`src/sv/srit_pkg.sv`:
```
// shared types and constants of the sorted record insert table
package srit_pkg;

  localparam int unsigned CAPACITY_DEF    = 64;
  localparam int unsigned KEY_LETTERS_DEF = 10;
  localparam int unsigned COORD_BITS_DEF  = 8;
  localparam int unsigned LETTER_BITS     = 5;

  localparam int unsigned KEY_PORT_W   = 50;
  localparam int unsigned COORD_PORT_W = 8;
  localparam int unsigned RANK_W       = 6;
  localparam int unsigned ID_W         = 7;
  localparam int unsigned FILL_W       = 7;
  localparam int unsigned STATUS_W     = 2;

  localparam logic OP_INSERT = 1'b0;
  localparam logic OP_READ   = 1'b1;

  localparam logic [STATUS_W-1:0] ST_OK   = 2'd0;
  localparam logic [STATUS_W-1:0] ST_FULL = 2'd1;
  localparam logic [STATUS_W-1:0] ST_RANK = 2'd2;

  typedef struct packed {
    logic                in_rdy;
    logic                load;
    logic                rd_top;
    logic                rd_rank;
    logic                rd_prev;
    logic                wr_shift;
    logic                wr_new_up;
    logic                wr_new_head;
    logic                emit;
    logic                emit_read;
    logic [STATUS_W-1:0] emit_status;
  } cmd_t;

  typedef struct packed {
    logic in_valid;
    logic op;
    logic full;
    logic empty;
    logic rank_miss;
    logic gt;
    logic ptr_zero;
    logic out_free;
  } sts_t;

endpackage

```
`src/sv/srit_ctrl.sv`:
```
// controller state machine of the sorted record insert table
module srit_ctrl (
  input  logic           clk,
  input  logic           rst,
  input  srit_pkg::sts_t sts,
  output srit_pkg::cmd_t cmd
);
  import srit_pkg::*;

  localparam logic [2:0] S_IDLE  = 3'd0;
  localparam logic [2:0] S_START = 3'd1;
  localparam logic [2:0] S_SCAN  = 3'd2;
  localparam logic [2:0] S_PLACE = 3'd3;
  localparam logic [2:0] S_EMIT  = 3'd4;

  logic [2:0]          state, state_next;
  logic [STATUS_W-1:0] res_status, res_status_next;
  logic                res_read, res_read_next;

  always_ff @(posedge clk) begin
    if (rst) begin
      state      <= S_IDLE;
      res_status <= ST_OK;
      res_read   <= 1'b0;
    end else begin
      state      <= state_next;
      res_status <= res_status_next;
      res_read   <= res_read_next;
    end
  end

  always_comb begin
    cmd             = '0;
    state_next      = state;
    res_status_next = res_status;
    res_read_next   = res_read;
    unique case (state)
      S_IDLE: begin
        cmd.in_rdy = 1'b1;
        if (sts.in_valid) begin
          cmd.load   = 1'b1;
          state_next = S_START;
        end
      end
      S_START: begin
        res_status_next = ST_OK;
        res_read_next   = 1'b0;
        if (sts.op == OP_INSERT) begin
          if (sts.full) begin
            res_status_next = ST_FULL;
            state_next      = S_EMIT;
          end else if (sts.empty) begin
            cmd.wr_new_head = 1'b1;
            state_next      = S_EMIT;
          end else begin
            cmd.rd_top = 1'b1;
            state_next = S_SCAN;
          end
        end else begin
          if (sts.rank_miss) begin
            res_status_next = ST_RANK;
          end else begin
            cmd.rd_rank   = 1'b1;
            res_read_next = 1'b1;
          end
          state_next = S_EMIT;
        end
      end
      S_SCAN: begin
        if (sts.gt) begin
          cmd.wr_shift = 1'b1;
          if (sts.ptr_zero) begin
            state_next = S_PLACE;
          end else begin
            cmd.rd_prev = 1'b1;
          end
        end else begin
          cmd.wr_new_up = 1'b1;
          state_next    = S_EMIT;
        end
      end
      S_PLACE: begin
        cmd.wr_new_head = 1'b1;
        state_next      = S_EMIT;
      end
      S_EMIT: begin
        cmd.emit_status = res_status;
        cmd.emit_read   = res_read;
        if (sts.out_free) begin
          cmd.emit   = 1'b1;
          state_next = S_IDLE;
        end
      end
      default: begin
        state_next = S_IDLE;
      end
    endcase
  end

endmodule

```
`config.mk`:
```
export PLATFORM = sky130hd
export DESIGN_NAME = srit_ctrl
export DESIGN_NICKNAME = d
export VERILOG_FILES = /design/src/sv/srit_pkg.sv /design/src/sv/srit_ctrl.sv
export SDC_FILE = /design/constraint.sdc
export NUM_CORES = 1
export LEC_CHECK = 0
export BUFFER_PORTS_ARGS = -buffer_cell sky130_fd_sc_hd__buf_4
export CAP_MARGIN = 20
export CORE_AREA = 2 2 39 41
export CTS_CLUSTER_DIAMETER = 150
export DETAILED_ROUTE_END_ITERATION = 7
export DIE_AREA = 0 0 41 43
export GPL_TIMING_DRIVEN = 0
export SLEW_MARGIN = 20
export SYNTH_ARGS = -nofsm -noshare
export SYNTH_HDL_FRONTEND = slang
export SYNTH_SLANG_ARGS = --single-unit
```
`constraint.sdc`:
```
create_clock -name clk -period 2.6 [get_ports clk]
set_input_delay 0.26 -clock clk [delete_from_list [all_inputs] [get_ports clk]]
set_output_delay 0.26 -clock clk [all_outputs]
set_load 0.1 [all_outputs]
```
======== After elaboration in Yosys (flattened, before gate mapping) ========
Index checks and enable logic that the tools add are counted.
storage, ports and cells
  bits in registers ....................... 6
  input port bits ......................... 10
operators by class
  eq/ne operators ......................... 7
  muxes and demuxes ....................... 29
  reductions and logical operators ........ 2
operators by type and width
  cell                                                                    count
  3-bit two-way mux                                                       8
  3-bit case mux with 5 select lines                                      1
  1-bit two-way mux                                                       13
  2-bit two-way mux                                                       5
  3-bit by 2-bit equality test with 1-bit output (second input constant)  2
  4-bit two-way mux                                                       1
  2-bit != test (second input constant)                                   2
  3-bit by 1-bit equality test with 1-bit output (second input constant)  1
  3-bit equality test (second input constant)                             1
  3-bit logical NOT                                                       1
  3-bit != test (second input constant)                                   1
  3-bit AND reduction                                                     1
  1-bit case mux with 2 select lines                                      1

======== Logic depth before layout (Yosys ltp) ========
  word-level depth ........................ 4
  depth in mapped cells ................... 4
  depth with buffers taken out ............ 3

======== Worst setup path before layout ========
OpenSTA, ideal clock, no wires.
  kind .................................... flip-flop to output port
  start point ............................. register state[2]
  end point ............................... output port cmd[3] in the netlist's numbering
  arrival time ............................ 2656 ps
  path slack .............................. -316 ps
  stages on the path, launching flop included .. 4
  buffers on the path ..................... 1
  cells stage by stage .................... dfxtp_1 -> buf_2 -> nand2_1 -> nor3_1
RTL lines
  what                    line             text
  from (decl)             srit_ctrl.sv:16  logic [2:0] state, state_next;
  from (signal assigned)  srit_ctrl.sv:26  state <= state_next;
  to (decl)               srit_ctrl.sv:6   output srit_pkg::cmd_t cmd

==> flow_summary.yaml <==
outcome:
  status: "finished, final reports clean"
placed_design:
  place_congestion: 0.680
  dp.cells: 86
  io_buffers: 21
  dp_hpwl_um: 773
  post-place-ws_ns: 0.999
die:
  coreArea_um2: 1380
  start_util_pct: 27.9
  row_count: 14
  die_area_um2: 1760
  fp.dieH_um: 43
  io_pins: 22
  fp.dieW_um: 41
layout:
  stdcell_count: 89
  layout_commonest_cell: "buf_4"
  mostFrequentLayoutCells: "buf_4, dfxtp_1, a21oi_1"
  nets: 85
  insertedDiodeCount: 0
  post-route-util_pct: 42.9
  drive_gt1_share_pct: 47.9
  syn2layout_area_growth_pct: 53.7
clock_network:
  post_cts_buffers: 0
  clockBufferDepth: 2
  worstSkewPairLatency_ns: 0.23
  numCtsBuffers: 3
  cts_root_buffer: "clkbuf_4"
  ctsResizeCount: 0
  cts_tree: "done"
  clkSlewWorstSetupHoldPaths_ns: 0.04
  cts_max_level: 1
  clock_sinks: 6
  cts_hold_buf: 0
power:
  p_per_area_nw_per_um2: 584
  p_int_mw: 0.198
  swShare_pct: 43.0
  vdd_drop_max_mv: 0.223
  pwr-share-seq_pct: 30.3
  leakagePower_nw: 0.279
  p_clk_share_pct: 23.0
  pwr-share-comb_pct: 46.6
  p_switching_mw: 0.149
grt:
  grt_max_degree: 11
  grt-ovfl-total: 0
  grt_pass1_wl_mm: 1.53
  antenna_found_initial: 0
  grt_pass1_vias: 405
  track_usage_pct: 13.1
job:
  maxCapViolations: 0
synth:
  synth_area_per_cell_um2: 7.89
  synth.distinct_cells: 22
  yosys_warnings: 0
  syn-num-nets: 59
  synthCells: 49
  synth_area_um2: 387
  synth-seq-cells: 6
  yosysSeqAreaShare_pct: 31.1
critical_path:
  end_kind: "output port"
  cp.arrival_ns: 1.56
  crit_fanout: 10
  critPathRequiredTime_ns: 2.34
  critPathKind: "register to output port"
  regToRegSetupSlack_ns: 1.34
  cp-start-kind: "register"
sta:
  worst_slew_pin_slew_ns: 0.311
  maxSlewHeadroom_pct: 79.2
  finalSetupViolCount: 0
  fmax_ghz: 0.550
  finalWorstSetupSlack_ns: 0.783
  post-route-min-period_ns: 1.82
  rsz0062_at_grt: "false"
  hold_viol: 0
  clock_skew_ns: 0.000827
  finalCritPeriodShare_pct: 69.9
  tns_ns: 0
  maxSlewViolCount: 0
  hold_ws_ns: 0.222
detailed_routing:
  vias_per_cell: 4.73
  drt_iter0_drc: 5
  vias: 421
  drt-total-wl_um: 918
  ant_nets: 0
  wl_per_cell_um: 10.3
  drt_pass1_iterations: 4
  drc: 0
hold_path:
  hp-class: "input port to register"
==> state kept, by name, indices dropped and copies added, names as in the netlist <==
| signal | count |
|---|---|
| res_status | 2 |
| state | 3 |
| res_read | 1 |
==> metal layers <==
layer,up-vias,part of all wire [%],track usage [%]
met3,2,6.2,4.71
met5,-,0,0
met4,0,1.2,8.00
li1,228,-,-
met1,176,44,14.7
met2,15,49,20.0
==> path summary, 6_finish.rpt <==
kind,startpoint,to,cells past startpoint
min reg2reg,res_status[0],res_status[0],2
max,state[0],cmd[8],5
max reg2reg,state[1],state[2],3
min,rst,res_status[1],2
==> cell families (layout without fill, tap and decap cells) <==
family | Yosys count | count (layout) | share of synthesized area (%)
AOI/OAI and AO/OA | 9 | 9 | 14.9
buffers and inverters | 5 | 29 | 5.82
DFF | 6 | 6 | 31.1
and+or+nand+nor | 29 | 29 | 48.2
==> layout make-up <==
class	count	area, µm²
plain buffers	3	15.0
clock buffers	3	22.5
fillers	160	790
inverters	2	7.51
multi-input cells	38	251
flip-flops and latches	6	120
well taps	16	20.0
repair buffers	21	158
==> through the flow <==
stage / power, mW / instance area, µm²
final: 0.347 / 594
after global routing: 0.371 / 594
after CTS: 0.354 / 594
after detailed placement: 0.270 / 572
after global placement: 0.270 / 572
after floorplan: 0.231 / 394
==> power groups by stage <==
stage | Combinational, mW | Clock (mW) | Sequential, mW
6_report | 0.162 | 0.0799 | 0.105
2_1_floorplan | 0.125 | 0 | 0.106
4_1_cts | 0.163 | 0.0849 | 0.105
3_3_place_gp | 0.163 | 0 | 0.107
3_5_place_dp | 0.163 | 0 | 0.107
5_1_grt | 0.174 | 0.0912 | 0.106
==> cells in the mapped netlist <==
cell type	n	area [µm²]
nor2_2	1	6.26
nand3_1	1	5.00
dfxtp_1	6	120
a21oi_1	5	25.0
nor2_1	4	15.0
inv_1	2	7.51
nor3b_1	1	7.51
nand2b_1	2	12.5
nand2_1	4	15.0
o21a_1	1	7.51
nor3_1	5	25.0
a211oi_2	1	12.5
nand3b_1	2	15.0
nor2b_1	1	6.26
and3_1	3	18.8
a31oi_1	2	12.5
or4_4	1	11.3
nor3b_2	1	12.5
or3b_1	1	8.76
nor4b_2	1	15.0
and4bb_2	1	12.5
buf_2	3	15.0
==> critical path, stage by stage (launching register included) <==
cell and delay (ns):
dfxtp_1 0.34, buf_2 0.22, nor3b_2 0.27, nand3b_1 0.14, inv_1 0.07, buf_4 0.28
(Power assumes the default switching activity.)
